===== config.mk =====
export PLATFORM = sky130hd
export DESIGN_NAME = seven_segment_scan_driver
export DESIGN_NICKNAME = d
export VERILOG_FILES = /design/src/rtl/ssd_pkg.sv /design/src/rtl/ssd_cfg.sv /design/src/rtl/ssd_core.sv /design/src/rtl/seven_segment_scan_driver.sv
export VERILOG_INCLUDE_DIRS = /design/src /design/src/rtl
export SDC_FILE = /design/constraint.sdc
export NUM_CORES = 1
export LEC_CHECK = 0
export BUFFER_PORTS_ARGS = -buffer_cell sky130_fd_sc_hd__buf_2
export CAP_MARGIN = 10
export CORE_MARGIN = 4
export CORE_UTILIZATION = 44
export CTS_CLUSTER_SIZE = 14
export DETAILED_ROUTE_END_ITERATION = 16
export PLACE_DENSITY = 0.7
export SYNTH_ARGS = -nofsm -noshare
export SYNTH_HDL_FRONTEND = slang
export SYNTH_SLANG_ARGS = --single-unit

===== constraint.sdc =====
create_clock -name clk -period 2.9 [get_ports clk]
set_input_delay 0.145 -clock clk [delete_from_list [all_inputs] [get_ports clk]]
set_output_delay 0.145 -clock clk [all_outputs]
set_load 0.005 [all_outputs]

===== src/rtl/seven_segment_scan_driver_assert.svh =====
// assertion macros used by the seven-segment scan driver core module
`ifndef SEVEN_SEGMENT_SCAN_DRIVER_ASSERT_SVH
`define SEVEN_SEGMENT_SCAN_DRIVER_ASSERT_SVH

// same-cycle implication, disabled during reset
`define SSD_ASSERT_IMPL(label, clk, rst_n, ante, cons) \
	label: assert property (@(posedge clk) disable iff (!rst_n) (ante) |-> (cons)) \
		else $error("seven segment scan driver check failed");

// next-cycle implication, disabled during reset
`define SSD_ASSERT_NEXT(label, clk, rst_n, ante, cons) \
	label: assert property (@(posedge clk) disable iff (!rst_n) (ante) |=> (cons)) \
		else $error("seven segment scan driver check failed");

`endif


===== src/rtl/ssd_pkg.sv =====
// types, codes and font table of the seven-segment scan driver
package ssd_pkg;

	localparam int DIGIT_W  = 3;
	localparam int SYMBOL_W = 6;
	localparam int SEG_W    = 8;
	localparam int PADDR_W  = 3;

	localparam logic [SYMBOL_W-1:0] SYM_COUNT = 6'd50;
	localparam logic [SYMBOL_W-1:0] SYM_BLANK = 6'd34;
	localparam logic [SYMBOL_W-1:0] SYM_EIGHT = 6'd8;
	localparam logic [SEG_W-1:0]    POINT_BIT = 8'h80;
	localparam logic [SEG_W-1:0]    FONT_MASK = 8'h7F;

	// register index, taken from paddr bit 2
	localparam logic REG_COMMON_CATHODE = 1'b0;
	localparam logic REG_DATA_INVERTED  = 1'b1;

	typedef enum logic [2:0] {
		MODE_TICK       = 3'd0,
		MODE_SET_SYMBOL = 3'd1,
		MODE_SET_POINT  = 3'd2,
		MODE_BLANK      = 3'd3,
		MODE_EIGHTS     = 3'd4
	} mode_t;

	typedef struct packed {
		logic [2:0]          mode;
		logic [DIGIT_W-1:0]  digit;
		logic [SYMBOL_W-1:0] symbol;
		logic                point_on;
	} item_t;

	typedef struct packed {
		logic common_cathode;
		logic data_inverted;
	} cfg_t;

	// active-low font table
	function automatic logic [SEG_W-1:0] ssd_font(input logic [SYMBOL_W-1:0] sym);
		logic [SEG_W-1:0] f;
		case (sym)
			6'd0:  f = 8'hC0;
			6'd1:  f = 8'hF9;
			6'd2:  f = 8'hA4;
			6'd3:  f = 8'hB0;
			6'd4:  f = 8'h99;
			6'd5:  f = 8'h92;
			6'd6:  f = 8'h82;
			6'd7:  f = 8'hF8;
			6'd8:  f = 8'h80;
			6'd9:  f = 8'h90;
			6'd10: f = 8'h88;
			6'd11: f = 8'h83;
			6'd12: f = 8'hC6;
			6'd13: f = 8'hA1;
			6'd14: f = 8'h86;
			6'd15: f = 8'h8E;
			6'd16: f = 8'h90;
			6'd17: f = 8'h8B;
			6'd18: f = 8'hCF;
			6'd19: f = 8'hF1;
			6'd20: f = 8'hFF;
			6'd21: f = 8'hF7;
			6'd22: f = 8'hAF;
			6'd23: f = 8'h92;
			6'd24: f = 8'h87;
			6'd25: f = 8'hCE;
			6'd26: f = 8'hC1;
			6'd27: f = 8'h9B;
			6'd28: f = 8'h8C;
			6'd29: f = 8'hE3;
			6'd30: f = 8'h89;
			6'd31: f = 8'hA1;
			6'd32: f = 8'hC7;
			6'd33: f = 8'h80;
			6'd34: f = 8'hFF;
			6'd35: f = 8'h84;
			6'd36: f = 8'hA0;
			6'd37: f = 8'h83;
			6'd38: f = 8'h98;
			6'd39: f = 8'hA7;
			6'd40: f = 8'hA3;
			6'd41: f = 8'hB6;
			6'd42: f = 8'hFE;
			6'd43: f = 8'hFD;
			6'd44: f = 8'hFB;
			6'd45: f = 8'hF7;
			6'd46: f = 8'hEF;
			6'd47: f = 8'hDF;
			6'd48: f = 8'hBF;
			6'd49: f = 8'h00;
			default: f = 8'hFF;
		endcase
		return f;
	endfunction

endpackage


===== src/rtl/ssd_cfg.sv =====
// configuration registers behind the register port
module ssd_cfg
	import ssd_pkg::*;
(
	input  logic               clk,
	input  logic               arst_n,
	input  logic               psel,
	input  logic               penable,
	input  logic               pwrite,
	input  logic [PADDR_W-1:0] paddr,
	input  logic [31:0]        pwdata,
	output logic [31:0]        prdata,
	output logic               pready,
	output cfg_t               cfg
);

	logic reg_idx;
	logic wr_en;
	cfg_t cfg_q;

	assign pready  = 1'b1;
	assign reg_idx = paddr[2];
	assign wr_en   = psel & penable & pwrite & pready;
	assign cfg     = cfg_q;

	// register writes
	always_ff @(posedge clk or negedge arst_n) begin
		if (!arst_n) begin
			cfg_q <= '0;
		end else if (wr_en) begin
			case (reg_idx)
				REG_COMMON_CATHODE: cfg_q.common_cathode <= pwdata[0];
				REG_DATA_INVERTED:  cfg_q.data_inverted  <= pwdata[0];
				default: ;
			endcase
		end
	end

	// read back
	always_comb begin
		case (reg_idx)
			REG_COMMON_CATHODE: prdata = {31'd0, cfg_q.common_cathode};
			REG_DATA_INVERTED:  prdata = {31'd0, cfg_q.data_inverted};
			default:            prdata = '0;
		endcase
	end

endmodule


===== src/rtl/ssd_core.sv =====
// digit stores, scan pointer, segment lookup and result register
module ssd_core
	import ssd_pkg::*;
#(
	parameter int DIGITS = 4
)
(
	input  logic                clk,
	input  logic                arst_n,
	input  cfg_t                cfg,
	input  logic                in_valid,
	input  item_t               item,
	output logic                in_ready,
	output logic                out_valid,
	input  logic                out_ready,
	output logic [SEG_W-1:0]    segments,
	output logic [SEG_W-1:0]    digit_enable,
	output logic [SYMBOL_W-1:0] stored_symbol
);

	`include "seven_segment_scan_driver_assert.svh"

	localparam logic [DIGIT_W:0]   DIGIT_COUNT = (DIGIT_W+1)'(DIGITS);
	localparam logic [DIGIT_W-1:0] LAST_PTR    = DIGIT_W'(DIGITS - 1);

	logic [SYMBOL_W-1:0] sym_q [DIGITS];
	logic                pt_q  [DIGITS];
	logic [SYMBOL_W-1:0] sym_d [DIGITS];
	logic                pt_d  [DIGITS];
	logic [DIGIT_W-1:0]  ptr_q, ptr_d;
	logic [SEG_W-1:0]    seg_hold_q, seg_hold_d;
	logic [SEG_W-1:0]    en_hold_q, en_hold_d;
	logic [SYMBOL_W-1:0] stored_q, stored_d;
	logic                out_valid_q;
	logic                take;
	logic                digit_ok;
	logic [SYMBOL_W-1:0] sym_clamped;
	logic [SYMBOL_W-1:0] cur_sym;
	logic                cur_pt;
	logic [SEG_W-1:0]    font;
	logic [SEG_W-1:0]    seg_new;

	assign in_ready      = !out_valid_q || out_ready;
	assign take          = in_valid && in_ready;
	assign out_valid     = out_valid_q;
	assign segments      = seg_hold_q;
	assign digit_enable  = en_hold_q;
	assign stored_symbol = stored_q;

	assign digit_ok    = {1'b0, item.digit} < DIGIT_COUNT;
	assign sym_clamped = (item.symbol < SYM_COUNT) ? item.symbol : SYM_BLANK;

	// digit under the scan pointer
	always_comb begin
		cur_sym = SYM_BLANK;
		cur_pt  = 1'b0;
		for (int i = 0; i < DIGITS; i++) begin
			if (ptr_q == DIGIT_W'(i)) begin
				cur_sym = sym_q[i];
				cur_pt  = pt_q[i];
			end
		end
	end

	// font lookup and polarity
	always_comb begin
		font = ssd_font(cur_sym);
		if (cfg.data_inverted) begin
			seg_new = ~font;
		end else if (cfg.common_cathode) begin
			seg_new = cur_pt ? ~(font | POINT_BIT) : ~(font & FONT_MASK);
		end else begin
			seg_new = cur_pt ? (font & FONT_MASK) : (font | POINT_BIT);
		end
	end

	// next state for the stores, pointer and held outputs
	always_comb begin
		for (int i = 0; i < DIGITS; i++) begin
			sym_d[i] = sym_q[i];
			pt_d[i]  = pt_q[i];
		end
		ptr_d      = ptr_q;
		seg_hold_d = seg_hold_q;
		en_hold_d  = en_hold_q;
		case (item.mode)
			MODE_TICK: begin
				seg_hold_d = seg_new;
				en_hold_d  = SEG_W'(1) << ptr_q;
				ptr_d      = (ptr_q == LAST_PTR) ? '0 : ptr_q + DIGIT_W'(1);
			end
			MODE_SET_SYMBOL: begin
				for (int i = 0; i < DIGITS; i++) begin
					if (digit_ok && item.digit == DIGIT_W'(i)) sym_d[i] = sym_clamped;
				end
			end
			MODE_SET_POINT: begin
				for (int i = 0; i < DIGITS; i++) begin
					if (digit_ok && item.digit == DIGIT_W'(i)) pt_d[i] = item.point_on;
				end
			end
			MODE_BLANK: begin
				for (int i = 0; i < DIGITS; i++) begin
					sym_d[i] = SYM_BLANK;
					pt_d[i]  = 1'b0;
				end
			end
			MODE_EIGHTS: begin
				for (int i = 0; i < DIGITS; i++) begin
					sym_d[i] = SYM_EIGHT;
					pt_d[i]  = 1'b1;
				end
			end
			default: ;
		endcase
	end

	// stored symbol of the addressed digit after the update
	always_comb begin
		stored_d = SYM_BLANK;
		for (int i = 0; i < DIGITS; i++) begin
			if (item.digit == DIGIT_W'(i)) stored_d = sym_d[i];
		end
	end

	// state and result registers
	always_ff @(posedge clk or negedge arst_n) begin
		if (!arst_n) begin
			for (int i = 0; i < DIGITS; i++) begin
				sym_q[i] <= SYM_BLANK;
				pt_q[i]  <= 1'b0;
			end
			ptr_q       <= '0;
			seg_hold_q  <= '0;
			en_hold_q   <= '0;
			out_valid_q <= 1'b0;
		end else begin
			if (take) begin
				for (int i = 0; i < DIGITS; i++) begin
					sym_q[i] <= sym_d[i];
					pt_q[i]  <= pt_d[i];
				end
				ptr_q      <= ptr_d;
				seg_hold_q <= seg_hold_d;
				en_hold_q  <= en_hold_d;
			end
			if (take) begin
				out_valid_q <= 1'b1;
			end else if (out_ready) begin
				out_valid_q <= 1'b0;
			end
		end
	end

	// stored symbol payload
	always_ff @(posedge clk) begin
		if (take) begin
			stored_q <= stored_d;
		end
	end

	`SSD_ASSERT_IMPL(a_enable_onehot0, clk, arst_n, 1'b1, $onehot0(en_hold_q))
	`SSD_ASSERT_IMPL(a_ptr_in_range, clk, arst_n, 1'b1, {1'b0, ptr_q} < DIGIT_COUNT)
	`SSD_ASSERT_NEXT(a_tick_enables, clk, arst_n, take && item.mode == MODE_TICK, $onehot(en_hold_q))
	`SSD_ASSERT_IMPL(a_stored_legal, clk, arst_n, out_valid_q, stored_q < SYM_COUNT)

endmodule


===== src/rtl/seven_segment_scan_driver.sv =====
// Multiplexed seven-segment scan driver, top level.
// Path from input beat to result beat: input register, then result register.
// Throughput: one beat per cycle when m_tready does not stall; a beat is a store write, a scan tick or a no-op.
// Reset: symbol stores blank, points off, scan pointer, held segments and enables zero,
// configuration registers zero; no clearing pass, the block takes beats right after reset.
module seven_segment_scan_driver
	import ssd_pkg::*;
#(
	parameter int DIGITS = 4
)
(
	input  logic               clk,
	input  logic               arst_n,
	// register port
	input  logic               psel,
	input  logic               penable,
	input  logic               pwrite,
	input  logic [PADDR_W-1:0] paddr,
	input  logic [31:0]        pwdata,
	output logic [31:0]        prdata,
	output logic               pready,
	// input stream
	input  logic               s_tvalid,
	output logic               s_tready,
	input  logic [15:0]        s_tdata,  // digit[2:0], symbol[8:3], point_on[9], zero fill
	input  logic [2:0]         s_tuser,  // mode[2:0]
	// result stream
	output logic               m_tvalid,
	input  logic               m_tready,
	output logic [23:0]        m_tdata   // segments[7:0], digit_enable[15:8], stored_symbol[21:16]
);

	cfg_t                cfg;
	item_t               item_s1;
	logic                valid_s1;
	logic                core_ready;
	logic [SEG_W-1:0]    segments;
	logic [SEG_W-1:0]    digit_enable;
	logic [SYMBOL_W-1:0] stored_symbol;

	assign s_tready = !valid_s1 || core_ready;

	// input register valid
	always_ff @(posedge clk or negedge arst_n) begin
		if (!arst_n) begin
			valid_s1 <= 1'b0;
		end else if (s_tready) begin
			valid_s1 <= s_tvalid;
		end
	end

	// input register payload
	always_ff @(posedge clk) begin
		if (s_tvalid && s_tready) begin
			item_s1.mode     <= s_tuser;
			item_s1.digit    <= s_tdata[2:0];
			item_s1.symbol   <= s_tdata[8:3];
			item_s1.point_on <= s_tdata[9];
		end
	end

	ssd_cfg u_cfg (
		.clk     (clk),
		.arst_n  (arst_n),
		.psel    (psel),
		.penable (penable),
		.pwrite  (pwrite),
		.paddr   (paddr),
		.pwdata  (pwdata),
		.prdata  (prdata),
		.pready  (pready),
		.cfg     (cfg)
	);

	ssd_core #(
		.DIGITS (DIGITS)
	) u_core (
		.clk           (clk),
		.arst_n        (arst_n),
		.cfg           (cfg),
		.in_valid      (valid_s1),
		.item          (item_s1),
		.in_ready      (core_ready),
		.out_valid     (m_tvalid),
		.out_ready     (m_tready),
		.segments      (segments),
		.digit_enable  (digit_enable),
		.stored_symbol (stored_symbol)
	);

	// result beat packing
	assign m_tdata = {2'b00, stored_symbol, digit_enable, segments};

endmodule


==> results.tsv <==
stage	metric	value	unit
power	leakagePower	2.64	nW
route	vias_per_cell	5.60	
finish	layout_common_cells	nand2_1 (88), buf_4 (50), buf_2 (46)	
grt	grt_usage	0.201	
setup_path	path_max_fanout	5	
clock_network	cts.sinks	70	
yosys	synth_edf_count	19	
sta	setup_ws	0.0487	ns
floorplanning	rows	38	
yosys	yosysSeqAreaShare	0.370	
route	drtIter0Drc	450	
sta	min_period	2.85	ns
sta	drv_slew	0	
job	maxCapViolCount	0	
route	antenna_left	0	
yosys	synthesis.area	0.00502	mm²
power	combPwrFrac	0.627	
finish	layout-drive-gt1-share	0.267	
grt	grt_first_pass_wirelength	21.2	mm
yosys	synth-async-reset-ratio	0.729	
setup_path	end_kind	register	
clock_network	cts_root_buf	clkbuf_16	
floorplanning	start_util	0.457	
sta	finalHoldViolations	0	
clock_network	clock_latency	0.34	ns
hold_path	min_path_type	input pin to register	
power	p_sw_frac	0.424	
clock_network	clkTransAtPathRegs	0.06	ns
setup_path	worstSetupStartpointType	register	
floorplanning	io_pins	120	
route	wl	13.0	mm
clock_network	cts_made_buffers	9	
finish	antenna_cells	0	
power	switchingPower	2.81	mW
clock_network	cts_tree	built	
route	firstDrtPassIters	5	
finish	final_common_cell	nand2_1	
sta	finalCritPeriodShare	0.983	
power	power.density	1100	mW/mm²
setup_path	critical_path_required	3.12	ns
route	post_drt_wl_per_cell	16.3	µm
sta	whs	0.00536	ns
yosys	synth_area_leaders	dfrtp_1 (21%), edfxtp_1 (11%), nand2_1 (6.6%)	
power	seqPwrFrac	0.212	
floorplanning	die_w	115	µm
route	vias	4482	
yosys	yosys_warnings	0	
grt	grt_max_degree	31	
sta	fin_skew	0.00625	ns
floorplanning	fp.coreArea	0.0110	mm²
sta	setup_viol	0	
clock_network	htreeDepth	3	
yosys	synth-seq-cells	70	
sta	timing.fmax	351	MHz
setup_path	critical_path_arrival	3.07	ns
placed_design	dp_slack	-0.0734	ns
status	outcome	finished clean	
yosys	synth_top_area_share	0.214	
yosys	synth_top_cell_by_area	dfrtp_1	
yosys	netlist_instances	569	
finish	design_area	0.00606	mm²
clock_network	ctsLongestPathBuffers	2	
power	pwr-share-clk	0.161	
yosys	synth_top_flop_cell	dfrtp_1	
placed_design	dp_hpwl	9.25	mm
placed_design	io_buffers	46	
finish	fin_nets	731	
finish	utilization	0.552	
setup_path	path_class	register to register	
grt	antenna_found_initial	0	
floorplanning	dieHeight	115	µm
sta	tightest_slew	0.801	ns
finish	synthToLayoutAreaGrowth	20.7	%
power	internal_power	3.83	mW
grt	grt_pass1_vias	4334	
placed_design	place_congestion	0.921	
route	drc_errors	0	
yosys	syn_avg_cell_area	8.82	µm²
floorplanning	dieArea	0.0132	mm²
sta	maxSlewHeadroom	0.464	
grt	gr-total-overflow	0	
power	irDropWorstVdd	0.000673	V
yosys	synth_cell_types	77	
sta	grt_setup_unrepaired	yes	
placed_design	dpl-instance-area	0.00545	mm²
## critical path: stages (launching register included)
cell,delay (ns)
dfrtp_2,0.46
ha_4,0.21
buf_4,0.14
a221o_1,0.33
nor2_2,0.13
inv_1,0.08
ha_1,0.30
a21bo_4,0.21
o21ai_1,0.08
a31o_1,0.24
o32ai_2,0.30
xor2_1,0.17
o21ai_1,0.07
## what timing repair did
action	in CTS	in global routing
endpoints found under the hold margin	34	0
hold buffers	14	0
buffers inserted	0	5
setup endpoints to repair	7	7
pin swaps	0	8
resized for setup	7	27
## sequential cells by signal, indices dropped and copies added (netlist names)
signal                cells
u_core.sym_q             24
u_core.pt_q               4
u_core.segments           8
u_core.stored_symbol      6
u_core.digit_enable       8
u_core.ptr_q              3
valid_s1                  1
u_cfg.cfg                 2
u_core.out_valid          1
item_s1                  13
## through the flow
step | std cells | setup TNS (ns) | power [mW]
after floorplan | 601 | 0 | 4.11
after global placement | 765 | -0.0355 | 5.08
after detailed placement | 765 | -0.311 | 5.13
after CTS | 795 | -0.0668 | 6.30
after global routing | 800 | -0.243 | 7.10
final | 800 | 0 | 6.64
## layer usage
metal / track usage / part of all wire / up-vias
met4: 0.0908 / 0.024 / 0
met3: 0.0347 / 0.063 / 30
met1: 0.262 / 0.42 / 2116
met2: 0.329 / 0.49 / 189
li1: - / - / 2147
met5: 0 / 0 / -
## final timing paths
check,slack [ns],cells after the start,from,to
worst max-delay path,0.05,12,u_core.ptr_q[1],u_core.segments[3]
min in group asynchronous,0.32,2,arst_n,u_core.segments[6]
max in group asynchronous,1.73,3,arst_n,u_core.sym_q[7]
worst min register to register,0.48,2,u_core.digit_enable[4],u_core.digit_enable[4]
worst max register to register,0.05,12,u_core.ptr_q[1],u_core.segments[3]
worst min-delay path,0.005,2,s_tvalid,valid_s1
## power groups by stage
stage / Sequential, mW / Clock (mW) / Combinational (mW)
after floorplan: 1.36 / 0 / 2.75
after global placement: 1.39 / 0 / 3.68
after detailed placement: 1.40 / 0 / 3.72
after CTS: 1.39 / 1.09 / 3.82
after global routing: 1.43 / 1.14 / 4.53
final: 1.41 / 1.07 / 4.16
## cell usage after synthesis (4+ instances only)
cell type	n
nand2_1	88
dfrtp_1	43
nor2_1	39
buf_4	37
a21oi_1	36
o21ai_0	30
edfxtp_1	19
clkbuf_1	18
nor3_1	18
inv_1	17
ha_1	15
nor2b_1	14
a211oi_1	13
nand2b_1	12
mux2_2	10
mux2i_1	9
dfstp_2	8
o21ai_1	8
buf_6	7
nand3_1	7
and2_1	6
xnor2_1	6
a21o_1	5
o31ai_1	5
buf_1	4
nand4_1	4
o21a_1	4
o221ai_1	4
o31a_1	4
## final cells by class
class / instances / area (µm²)
clock buffer: 11 / 233
clock inverter: 5 / 50.0
fill: 983 / 4920
inverter: 18 / 70.1
multi-input combinational: 445 / 2910
sequential: 70 / 1860
tap: 140 / 175
timing repair buffer: 111 / 757
## logic make-up after synthesis
family,share of synthesized area
other cells,0.00150
fa+ha+maj,0.0374
flops,0.370
xor+xnor,0.0140
simple gates,0.211
compound gates,0.210
mux,0.0538
buf+inv,0.103
(Power assumes the default switching activity.)
